===== src/design/pnfv_pkg.sv =====
package pnfv_pkg;

  localparam int unsigned DefHistoryDepth = 256;

  localparam logic signed [11:0] LevelMin = -12'sd1536;
  localparam logic [31:0] StepCapMs       = 32'd200;
  localparam logic [17:0] WindowMinMs     = 18'd2000;
  localparam logic [17:0] WindowPadMs     = 18'd500;
  localparam logic [2:0]  PercentileDiv   = 3'd5;
  // binary search over the 1537 possible levels
  localparam logic [3:0]  SearchPasses    = 4'd11;

  localparam logic signed [11:0] RstAbsThr    = -12'sd640;
  localparam logic [10:0]        RstMargin    = 11'd96;
  localparam logic [15:0]        RstSilence   = 16'd1500;
  localparam logic [15:0]        RstMinRec    = 16'd1000;
  localparam logic [15:0]        RstMinSpeech = 16'd200;

  localparam logic [2:0] RegAbsThr    = 3'd0;
  localparam logic [2:0] RegMargin    = 3'd1;
  localparam logic [2:0] RegSilence   = 3'd2;
  localparam logic [2:0] RegMinRec    = 3'd3;
  localparam logic [2:0] RegMinSpeech = 3'd4;

  typedef struct packed {
    logic               valid;
    logic [31:0]        ts;
    logic signed [11:0] level;
  } entry_t;

  typedef struct packed {
    logic signed [11:0] abs_thr;
    logic [10:0]        margin;
    logic [15:0]        silence;
    logic [15:0]        min_rec;
    logic [15:0]        min_speech;
  } cfg_t;

  typedef enum logic [8:0] {
    StIdle   = 9'b000000001,
    StInsert = 9'b000000010,
    StWindow = 9'b000000100,
    StSearch = 9'b000001000,
    StThresh = 9'b000010000,
    StScan   = 9'b000100000,
    StDecide = 9'b001000000,
    StUpdate = 9'b010000000,
    StFinish = 9'b100000000
  } state_e;

endpackage


===== src/design/pnfv_cfg.sv =====
module pnfv_cfg (
  input  logic          clk_i,
  input  logic          rst_ni,
  input  logic          psel,
  input  logic          penable,
  input  logic          pwrite,
  input  logic [4:0]    paddr,
  input  logic [31:0]   pwdata,
  output logic [31:0]   prdata,
  output logic          pready,
  output pnfv_pkg::cfg_t cfg_o
);
  import pnfv_pkg::*;

  cfg_t cfg_q;
  logic [2:0] idx;
  logic       wr;

  assign idx    = paddr[4:2];
  assign wr     = psel & penable & pwrite;
  assign pready = 1'b1;

  always_ff @(posedge clk_i or negedge rst_ni) begin
    if (!rst_ni) begin
      cfg_q.abs_thr    <= RstAbsThr;
      cfg_q.margin     <= RstMargin;
      cfg_q.silence    <= RstSilence;
      cfg_q.min_rec    <= RstMinRec;
      cfg_q.min_speech <= RstMinSpeech;
    end else if (wr) begin
      case (idx)
        RegAbsThr:    cfg_q.abs_thr    <= pwdata[11:0];
        RegMargin:    cfg_q.margin     <= pwdata[10:0];
        RegSilence:   cfg_q.silence    <= pwdata[15:0];
        RegMinRec:    cfg_q.min_rec    <= pwdata[15:0];
        RegMinSpeech: cfg_q.min_speech <= pwdata[15:0];
        default: ;
      endcase
    end
  end

  always_comb begin
    case (idx)
      RegAbsThr:    prdata = {{20{cfg_q.abs_thr[11]}}, cfg_q.abs_thr};
      RegMargin:    prdata = {21'd0, cfg_q.margin};
      RegSilence:   prdata = {16'd0, cfg_q.silence};
      RegMinRec:    prdata = {16'd0, cfg_q.min_rec};
      RegMinSpeech: prdata = {16'd0, cfg_q.min_speech};
      default:      prdata = 32'd0;
    endcase
  end

  assign cfg_o = cfg_q;

endmodule


===== config.mk =====
export PLATFORM = sky130hd
export DESIGN_NAME = pnfv_cfg
export DESIGN_NICKNAME = d
export VERILOG_FILES = /design/src/design/pnfv_pkg.sv /design/src/design/pnfv_cfg.sv
export SDC_FILE = /design/constraint.sdc
export NUM_CORES = 1
export LEC_CHECK = 0
export BUFFER_PORTS_ARGS = -buffer_cell sky130_fd_sc_hd__buf_2
export CORE_ASPECT_RATIO = 0.6
export CORE_MARGIN = 1.5
export CORE_UTILIZATION = 43
export DETAILED_ROUTE_END_ITERATION = 8
export GPL_ROUTABILITY_DRIVEN = 0
export GPL_TIMING_DRIVEN = 0
export PLACE_DENSITY = 0.8
export REMOVE_ABC_BUFFERS = 1
export SLEW_MARGIN = 20
export SYNTH_ARGS = -nofsm -noshare
export SYNTH_HDL_FRONTEND = slang
export SYNTH_SLANG_ARGS = --single-unit

===== constraint.sdc =====
create_clock -name clk_i -period 4.3 [get_ports clk_i]
set_input_delay 1.29 -clock clk_i [delete_from_list [all_inputs] [get_ports clk_i]]
set_output_delay 1.29 -clock clk_i [all_outputs]
set_load 0.02 [all_outputs]

==> flow_summary.toml <==
[route]
drt_pass1_iterations = 4
drc = 0
drt_iter0_drc = 103
via_count = 2504
routedWlPerCell_um = 19.1
routed_wl_um = 9040
via_per_inst = 5.31
ant_nets = 0

[critical_path]
critical_path.top_delay_family = "simple AND/OR/NAND/NOR gates"
cp-end-kind = "output port"
crit_chain = "buf_2 -> nor2_1 -> a32oi_1 -> o21ai_0 -> buf_2"
setup.worst_path.start_class = "input pin"
cp_num_buf_inv = 2
cp_max_fo = 19
arrival_ns = 2.90
cp_data_required_time_ns = 3.01
crit_path_max_incr_delay_ns = 0.80
critPathKind = "in -> out"
cpMaxStageDelayCell = "nor2_1"
cp_common_cell = "buf_2"

[die]
die_x_um = 119
io_pins = 146
die_y_um = 72.5
num_rows = 25
core_area_um2 = 7850
dieArea_um2 = 8630
initial_utilization_pct = 44.1

[power]
power_density_nw_per_um2 = 521
clkPwrFrac_pct = 30.7
power.net_switching_uw = 757
peakVddDrop_mv = 0.333
switching_share_pct = 33.4
p_int_mw = 1.51
p_leak_nw = 2.13
p_total_mw = 2.26
p_comb_share_pct = 27.9
seqPwrFrac_pct = 41.4

[layout]
largest_register_ffs = 71
layout-drive-gt1-share_pct = 70.3
area_growth_pct = 25.2
fin_nets = 401
n_antenna_cell = 0
fillCellCount = 700

[logic_synthesis]
synth_common_cells = "mux2_2 (80), dfrtp_1 (49), dfstp_2 (22)"
async_reset_ff_share_pct = 100
synth_edf_count = 0
yosys_warnings = 0
synth_top_area_share_pct = 35.4
synth_most_common_cell = "mux2_2"
yosys.cell_types.count = 31
netlist_area_um2 = 3470
synth-main-ff-cell = "dfrtp_1"
synthTopCellsByArea = "dfrtp_1 (35%), mux2_2 (26%), dfstp_2 (17%)"
seq_area_frac_synth_pct = 52.1
yosys.area.top_type = "dfrtp_1"
avgSynthCellArea_um2 = 13.8
synth-seq-cells = 71
synth_cells = 252

[worst_hold_path]
hp-class = "reg -> reg"

[sta]
period_needed_ns = 4.19
clock_skew_ns = 0
finalCritPeriodShare_pct = 97.4
hold_viol = 0
slew_headroom_pct = 32.3
max_freq_mhz = 239
grt_setup_unrepaired = "false"
worstMarginPinSlew_ns = 1.01
setup_ws_ns = 0.114
finalSetupTns_ns = 0
final_max_slew_viol_count = 0
setup_viol = 0

[grt]
grt_pass1_wl_um = 13800
antenna_found_initial = 0
grt_usage_pct = 21.8
grt_pass1_vias = 2422
grt_max_degree = 39
overflow = 0

[flow_run]
max_cap_viol_count = 0

[clocking]
htreeDepth = 3
cts_tree = "built"
numCtsBuffers = 9
clock_sinks = 71
postCtsHoldBufs = 0
clk_pin_slew_ns = 0.05
cts.root.buffer_cell = "clkbuf_16"
post_cts_buffers = 0
clk_latency_ns = 0.33
cts_buffer_depth = 2

[placement]
port_buffers = 126
dpl.hpwl_um = 6220
place_ws_ns = -0.472

[outcome]
status = "finished, final reports clean"
==> routing by layer <==
layer  vias up  global-route usage, %  wire [um]
met5         -                      0          0
met4         0                   6.43         95
met3         9                   6.76        613
met2        91                   34.0       4120
met1      1268                   29.5       4200
li1       1136                      -          -
==> path summary, 6_finish.rpt <==
path	startpoint	end	slack, ns	depth (start not counted)
max	paddr[3]	prdata[8]	0.11	5
min	cfg_o[28]	cfg_o[28]	0.52	1
max reg2reg	cfg_o[9]	cfg_o[9]	3.48	1
min reg2reg	cfg_o[28]	cfg_o[28]	0.52	1
max in group asynchronous	rst_ni	cfg_o[42]	2.75	2
min in group asynchronous	rst_ni	cfg_o[65]	0.93	1
==> cell type report <==
| class | count | area [um^2] | share of cell area, % |
|---|---|---|---|
| multi-input combinational | 148 | 1450 | 33.3 |
| sequential | 71 | 1800 | 41.6 |
| clock inverter | 5 | 32.5 | 0.750 |
| clock buffer | 11 | 253 | 5.83 |
| timing repair buffer | 128 | 664 | 15.3 |
| tap | 108 | 135 | 3.12 |
| inverter | 1 | 3.75 | 0.0865 |
==> through the flow <==
step	cell area [um^2]	cells	hold WS [ns]	utilization (%)
finish	4340	472	0.523	55.3
global route	4340	472	0.547	55.3
CTS	4330	472	0.527	55.2
detailed placement	4030	456	0.515	51.3
global placement	3990	454	0.510	50.8
floorplan	3220	220	0.629	-
==> power groups by stage <==
| stage | combinational, mW | clock [mW] | sequential (mW) |
|---|---|---|---|
| CTS | 0.637 | 0.710 | 0.934 |
| floorplan | 0.224 | 0 | 1.09 |
| global route | 0.671 | 0.742 | 0.954 |
| global placement | 0.616 | 0 | 0.931 |
| detailed placement | 0.633 | 0 | 0.943 |
| finish | 0.631 | 0.695 | 0.935 |
==> layout by cell type, fill, tap and decap left out, drive strengths merged <==
master and instances:
a2bb2oi 1, o21ai 11, inv 1, nor3b 2, nor3 1, or2 1, nor2 4, buf 128
nand2b 1, nand4 1, a22oi 10, conb 1, a21oi 5, mux2 82, mux2i 5, nor2b 4
o22ai 5, clkinvlp 3, a32oi 11, nand4b 1, nand2 2, dfstp 22, clkbuf 11, dfrtp 49
clkinv 2
==> cell families (layout without fill, tap and decap cells) <==
group                  after synthesis  after routing  share of synthesized area [%]
AO/OA/AOI/OAI                       43             43                           8.41
other                                1              1                          0.108
AND/OR/NAND/NOR                     17             17                           4.26
flip-flops                          71             71                           52.1
multiplexers                        87             87                           28.1
buffers and inverters               33            145                           7.08
==> what timing repair did <==
| action | CTS | global route |
|---|---|---|
| cloned | 0 | 0 |
| pin swaps | 0 | 0 |
| setup endpoints to repair | 27 | 16 |
| gates resized for setup | 5 | 1 |
Note: power is estimated with default switching activity, not from simulation.
