**config.mk**
```make
export PLATFORM = sky130hd
export DESIGN_NAME = pnfv_cell
export DESIGN_NICKNAME = d
export VERILOG_FILES = /design/src/design/pnfv_pkg.sv /design/src/design/pnfv_cell.sv
export SDC_FILE = /design/constraint.sdc
export NUM_CORES = 1
export LEC_CHECK = 0
export ABC_AREA = 1
export BUFFER_PORTS_ARGS = -buffer_cell sky130_fd_sc_hd__buf_4
export CORE_ASPECT_RATIO = 1.1
export CORE_UTILIZATION = 32
export DETAILED_ROUTE_END_ITERATION = 10
export GPL_TIMING_DRIVEN = 0
export PLACE_DENSITY = 0.68
export SLEW_MARGIN = 20
export SYNTH_ARGS = -nofsm -noshare
export SYNTH_HDL_FRONTEND = slang
export SYNTH_SLANG_ARGS = --single-unit
```
**constraint.sdc**
```tcl
create_clock -name clk_i -period 0.8 [get_ports clk_i]
set_input_delay 0 -clock clk_i [delete_from_list [all_inputs] [get_ports clk_i]]
set_output_delay 0 -clock clk_i [all_outputs]
set_load 0.005 [all_outputs]
```
**src/design/pnfv_pkg.sv**
```systemverilog
package pnfv_pkg;

  localparam int unsigned DefHistoryDepth = 256;

  localparam logic signed [11:0] LevelMin = -12'sd1536;
  localparam logic [31:0] StepCapMs       = 32'd200;
  localparam logic [17:0] WindowMinMs     = 18'd2000;
  localparam logic [17:0] WindowPadMs     = 18'd500;
  localparam logic [2:0]  PercentileDiv   = 3'd5;
  // binary search over the 1537 possible levels
  localparam logic [3:0]  SearchPasses    = 4'd11;

  localparam logic signed [11:0] RstAbsThr    = -12'sd640;
  localparam logic [10:0]        RstMargin    = 11'd96;
  localparam logic [15:0]        RstSilence   = 16'd1500;
  localparam logic [15:0]        RstMinRec    = 16'd1000;
  localparam logic [15:0]        RstMinSpeech = 16'd200;

  localparam logic [2:0] RegAbsThr    = 3'd0;
  localparam logic [2:0] RegMargin    = 3'd1;
  localparam logic [2:0] RegSilence   = 3'd2;
  localparam logic [2:0] RegMinRec    = 3'd3;
  localparam logic [2:0] RegMinSpeech = 3'd4;

  typedef struct packed {
    logic               valid;
    logic [31:0]        ts;
    logic signed [11:0] level;
  } entry_t;

  typedef struct packed {
    logic signed [11:0] abs_thr;
    logic [10:0]        margin;
    logic [15:0]        silence;
    logic [15:0]        min_rec;
    logic [15:0]        min_speech;
  } cfg_t;

  typedef enum logic [8:0] {
    StIdle   = 9'b000000001,
    StInsert = 9'b000000010,
    StWindow = 9'b000000100,
    StSearch = 9'b000001000,
    StThresh = 9'b000010000,
    StScan   = 9'b000100000,
    StDecide = 9'b001000000,
    StUpdate = 9'b010000000,
    StFinish = 9'b100000000
  } state_e;

endpackage

```
**src/design/pnfv_cell.sv**
```systemverilog
module pnfv_cell (
  input  logic             clk_i,
  input  logic             rst_ni,
  input  logic             clear_i,
  input  logic             shift_i,
  input  pnfv_pkg::entry_t d_i,
  output pnfv_pkg::entry_t q_o
);
  import pnfv_pkg::*;

  logic               valid_q;
  logic [31:0]        ts_q;
  logic signed [11:0] level_q;

  always_ff @(posedge clk_i or negedge rst_ni) begin
    if (!rst_ni) begin
      valid_q <= 1'b0;
    end else if (clear_i) begin
      valid_q <= 1'b0;
    end else if (shift_i) begin
      valid_q <= d_i.valid;
    end
  end

  always_ff @(posedge clk_i) begin
    if (shift_i) begin
      ts_q    <= d_i.ts;
      level_q <= d_i.level;
    end
  end

  assign q_o = '{valid: valid_q, ts: ts_q, level: level_q};

endmodule

```
==> results of run 1 <==
-- power groups by stage --
| stage | registers (mW) | logic, mW | clock network (mW) |
|---|---|---|---|
| global placement | 2.89 | 0.515 | 0 |
| detailed placement | 2.90 | 0.528 | 0 |
| global route | 2.87 | 0.785 | 1.62 |
| floorplan | 2.92 | 0.00888 | 0 |
| CTS | 2.85 | 0.707 | 1.52 |
| finish | 2.85 | 0.740 | 1.47 |
-- kinds of logic after synthesis --
logic type | Yosys count | share of synthesized area, %
DFF | 45 | 98.0
and+or+nand+nor | 4 | 1.18
buffers and inverters | 2 | 0.820
-- metal layers --
| metal | up-vias | wire [µm] | share of wire (%) |
|---|---|---|---|
| li1 | 490 | - | - |
| met1 | 455 | 1190 | 36 |
| met2 | 60 | 1850 | 56 |
| met3 | 2 | 231 | 7.0 |
| met4 | 0 | 17 | 0.52 |
| met5 | - | 0 | 0 |
-- flip-flops by register name, summed over array words and instances, names as in the netlist --
name	flops
ts_q	32
level_q	12
valid_q	1
-- repair_timing --
item,in CTS,in global routing
hold buffers,47,0
endpoints found under the setup margin,35,45
gates resized for setup,1,12
buffers inserted,0,1
pin swaps,0,0
endpoints found under the hold margin,46,0
-- layout make-up --
cell class,count,area [µm²]
clock buffer,7,96.3
timing repair buffer,141,1220
sequential,45,1350
inverter,1,3.75
tap,52,65.1
clock inverter,1,5.00
fill,274,1270
multi-input combinational,4,16.3
-- synth_stat cells (all sizes together) --
| library cell | number | area [µm²] |
|---|---|---|
| inv | 1 | 3.75 |
| nand3 | 1 | 5.00 |
| dfrtp | 1 | 25.0 |
| nor2 | 1 | 3.75 |
| nand2 | 2 | 7.51 |
| buf | 1 | 7.51 |
| edfxtp | 44 | 1320 |
-- per-stage QoR --
stage | setup TNS [ns] | instance area, µm² | setup slack (ns)
final | -0.136 | 2760 | -0.0139
after global placement | -0.381 | 2140 | -0.0103
after detailed placement | -1.86 | 2140 | -0.0441
after global routing | -1.58 | 2760 | -0.0585
after CTS | -0.540 | 2710 | -0.0377
after floorplan | 0 | 1370 | 0.239
-- final timing paths --
path                       slack, ns  startpoint    endpoint
setup / recovery               -0.01  level_q[1]      q_o[1]
hold / removal                  0.03      rst_ni     valid_q
setup reg to reg                0.03     valid_q     valid_q
hold reg to reg                 0.64     valid_q     valid_q
max in group asynchronous       0.69      rst_ni     valid_q
min in group clk_i              0.23     shift_i  level_q[3]
==> results.toml, run 1 <==
[power_and_ir_drop]
p_sw_uw = 962
power_frac_seq_pct = 56.3
intPower_mw = 4.10
pwr-share-clk_pct = 29.1
switching_share_pct = 19.0
p_leak_nw = 1.18
p_per_area_nw_per_um2 = 1840
ir_drop_v = 0.00135
power_mw = 5.06
p_comb_share_pct = 14.6

[final_layout]
diodes = 0
layout_commonest_cell = "buf_4"
layout.nets = 247
mostFrequentLayoutCells = "81 x buf_4, 47 x dlygate4sd3_1, 44 x edfxtp_1"
area_growth_pct = 101
final_util_pct = 68.5
final_cell_count_no_fill = 251
drive_gt1_share_pct = 51.3

[timing]
rsz0062_at_grt = "yes"
whs_ns = 0.0256
worstMarginPinSlew_ns = 0.543
max-slew-margin-rel_pct = 63.8
slew_violations = 0
fin_ws_ns = -0.0139
min_period_over_period_pct = 102
timing.fmax_mhz = 1230
min_period_ns = 0.814
hold_viol = 0
clock_skew_ns = 0
setup_viol = 17

[global_routing]
use_met1_pct = 15.9
grt_max_degree = 47
grt_pass1_wl_mm = 5.06
met2_usage_pct = 28.3
use_met3_pct = 5.48
antenna_found_initial = 0
top_usage_layer = "met2"
grt_use_total_pct = 15.2
grt_overflow = 0
first_global_vias = 1117

[floorplanning]
die_x_um = 64.5
rows = 24
core_area_um2 = 4020
start_util_pct = 34.1
die_area_um2 = 4560
dieHeight_um = 70.7
io_pins = 94

[worst_setup_path]
path_cells = "buf_4"
cp-end-kind = "output port"
critPathTopFamily = "flip-flops"
critPathRequiredTime_ns = 0.80
slowest_stage = "edfxtp_1"
crit_path_max_incr_delay_ns = 0.38
cp-start-kind = "flop"
crit_arrival_ns = 0.81
critical_path_class = "reg -> out"
critPathMaxFanout = 1
r2r_cells = 3
path_depth = 1
crit_buf_inv = 1

[route]
first_pass_iters = 4
drt-total-wl_mm = 3.29
ant_nets = 0
vias = 1007
avgViaCountPerCell = 4.01
drt-initial-drc-count = 18
drcViolationCount = 0
wire_per_inst_um = 13.1

[clock_tree]
cts.path.max_buffers = 2
cts_tree = "built"
path_clk_slew_ns = 0.07
clkLatencyLatePin_ns = 0.28
root_buffer = "clkbuf_8"
cts.sinks = 45
cts_max_level = 2
cts_inserted_buffers = 5

[yosys]
synth_cell_types = 7
yosys_register_bits = 45
yosys_warnings = 0
netlist_instances = 51
postSynthAreaPerCell_um2 = 26.9
ys_seq_area_share_pct = 98.0
syn_area_um2 = 1370
syn_nets = 100

[min_path]
min_path_type = "in -> async"

[placement]
dp.cells = 196
gp_congestion = 0.661
place.port_buffers = 93
detailed_place_hpwl_mm = 1.99

[status]
violations = "negative setup slack"
status = "finished with violations"

[run]
max_cap_viol_count = 0
Power figures use the tool's default switching activity.
==> run 2, diff against run 1 <==
- RECOVER_POWER: default -> 25
==> run 2 against run 1 <==
Against the previous run: the run still ends with negative setup slack left; first-iteration DRC count fell by 5.6%; final cell count did not move; setup slack barely moved; fmax barely moved; clock power barely moved; core utilization did not move; design area did not move; non-clock buffer count did not move; sequential share of layout area did not move; die area did not move; largest cell class unchanged.
==> results.toml, run 2 (synthesis gave the netlist of run 1 again) <==
[timing]
setup_viol = 17
timing.fmax_mhz = 1230
max-slew-margin-rel_pct = 60.7
clock_skew_ns = 0
worstMarginPinSlew_ns = 0.590
fin_ws_ns = -0.0140
min_period_ns = 0.814
slew_violations = 0
min_period_over_period_pct = 102
rsz0062_at_grt = "yes"
tns_ns = -0.138
hold_viol = 0

[clock_tree]
path_clk_slew_ns = 0.07
root_buffer = "clkbuf_8"
cts_tree = "built"
cts_max_level = 2
cts.sinks = 45
cts_inserted_buffers = 5
cts.path.max_buffers = 2
clkLatencyLatePin_ns = 0.28

[worst_setup_path]
critPathMaxFanout = 1
slowest_stage = "edfxtp_1"
cp-start-kind = "flop"
critPathTopFamily = "flip-flops"
crit_buf_inv = 1
critical_path_class = "reg -> out"
r2r_cells = 3
path_cells = "buf_4"
critPathRequiredTime_ns = 0.80
path_depth = 1
crit_arrival_ns = 0.81
cp-end-kind = "output port"
crit_path_max_incr_delay_ns = 0.38

[placement]
place.port_buffers = 93
gp_congestion = 0.661
detailed_place_hpwl_mm = 1.99

[floorplanning]
die_x_um = 64.5
core_area_um2 = 4020
die_area_um2 = 4560
io_pins = 94
rows = 24
dieHeight_um = 70.7
start_util_pct = 34.1

[final_layout]
drive_gt1_share_pct = 51.3
fillers = 274
final_util_pct = 68.5
diodes = 0
mostFrequentLayoutCells = "79 x buf_4, 47 x dlygate4sd3_1, 44 x edfxtp_1"
largest_reg_flops = 32
layout.nets = 247
largestRegisters = "ts_q: 32 flops, level_q: 12 flops, valid_q: 1 flops"
area_growth_pct = 101
largest-register = "ts_q"
layout_commonest_cell = "buf_4"

[global_routing]
met2_usage_pct = 28.3
grt_use_total_pct = 15.2
top_usage_layer = "met2"
grt_overflow = 0
grt_max_degree = 47
first_global_vias = 1117
grt_pass1_wl_mm = 5.06
antenna_found_initial = 0
use_met1_pct = 15.9
use_met3_pct = 5.48

[min_path]
min_path_type = "in -> async"

[route]
wire_per_inst_um = 13.1
first_pass_iters = 4
drcViolationCount = 0
vias = 1007
avgViaCountPerCell = 4.01
ant_nets = 0
drt-initial-drc-count = 17
drt-total-wl_mm = 3.29

[power_and_ir_drop]
ir_drop_v = 0.00135
p_leak_nw = 1.18
p_per_area_nw_per_um2 = 1840

[status]
violations = "negative setup slack"
status = "finished with violations"

[run]
max_cap_viol_count = 0
-- run 2: layer usage --
layer	part of all wire [%]	vias to the layer above
li1	-	490
met1	36	455
met2	56	60
met3	7.0	2
met4	0.52	0
met5	0	-
-- run 2: layout make-up --
type / instances / area (µm²) / area share [%]
clock inverter: 1 / 5.00 / 0.181
inverter: 1 / 3.75 / 0.136
timing repair buffer: 141 / 1220 / 44.4
tap: 52 / 65.1 / 2.36
clock buffer: 7 / 96.3 / 3.49
multi-input combinational: 4 / 16.3 / 0.590
sequential: 45 / 1350 / 48.8
-- run 2: what timing repair did --
| action | in CTS | in global routing |
|---|---|---|
| setup buffers | 0 | 1 |
| resized for setup | 1 | 12 |
| endpoints found under the hold margin | 46 | 0 |
| hold buffers | 47 | 0 |
| endpoints found under the setup margin | 35 | 45 |
-- run 2: worst paths after layout --
path / startpoint / to / slack, ns
setup / recovery: level_q[1] / q_o[1] / -0.01
hold / removal: rst_ni / valid_q / 0.04
setup reg to reg: valid_q / valid_q / 0.03
hold reg to reg: valid_q / valid_q / 0.64
max in group asynchronous: rst_ni / valid_q / 0.67
min in group clk_i: shift_i / level_q[3] / 0.37
-- run 2: metrics by stage --
step | worst slack [ns] | hold slack [ns] | instances | total power, mW | cell area, µm²
detailed placement | -0.0441 | -0.224 | 196 | 3.43 | 2140
global route | -0.0585 | 0.0403 | 251 | 5.28 | 2760
finish | -0.0140 | 0.0408 | 251 | 5.06 | 2760
global placement | -0.0103 | -0.224 | 196 | 3.40 | 2140
CTS | -0.0377 | 0.00152 | 250 | 5.07 | 2710
floorplan | 0.239 | -0.296 | 51 | 2.93 | 1370
-- run 2: power by group --
group	total [mW]	leakage, nW	switching [mW]	internal (mW)
Clock	1.47	0.0542	0.692	0.780
Sequential	2.85	0.444	0.0608	2.79
Combinational	0.739	0.680	0.210	0.530
Total	5.06	1.18	0.963	4.10
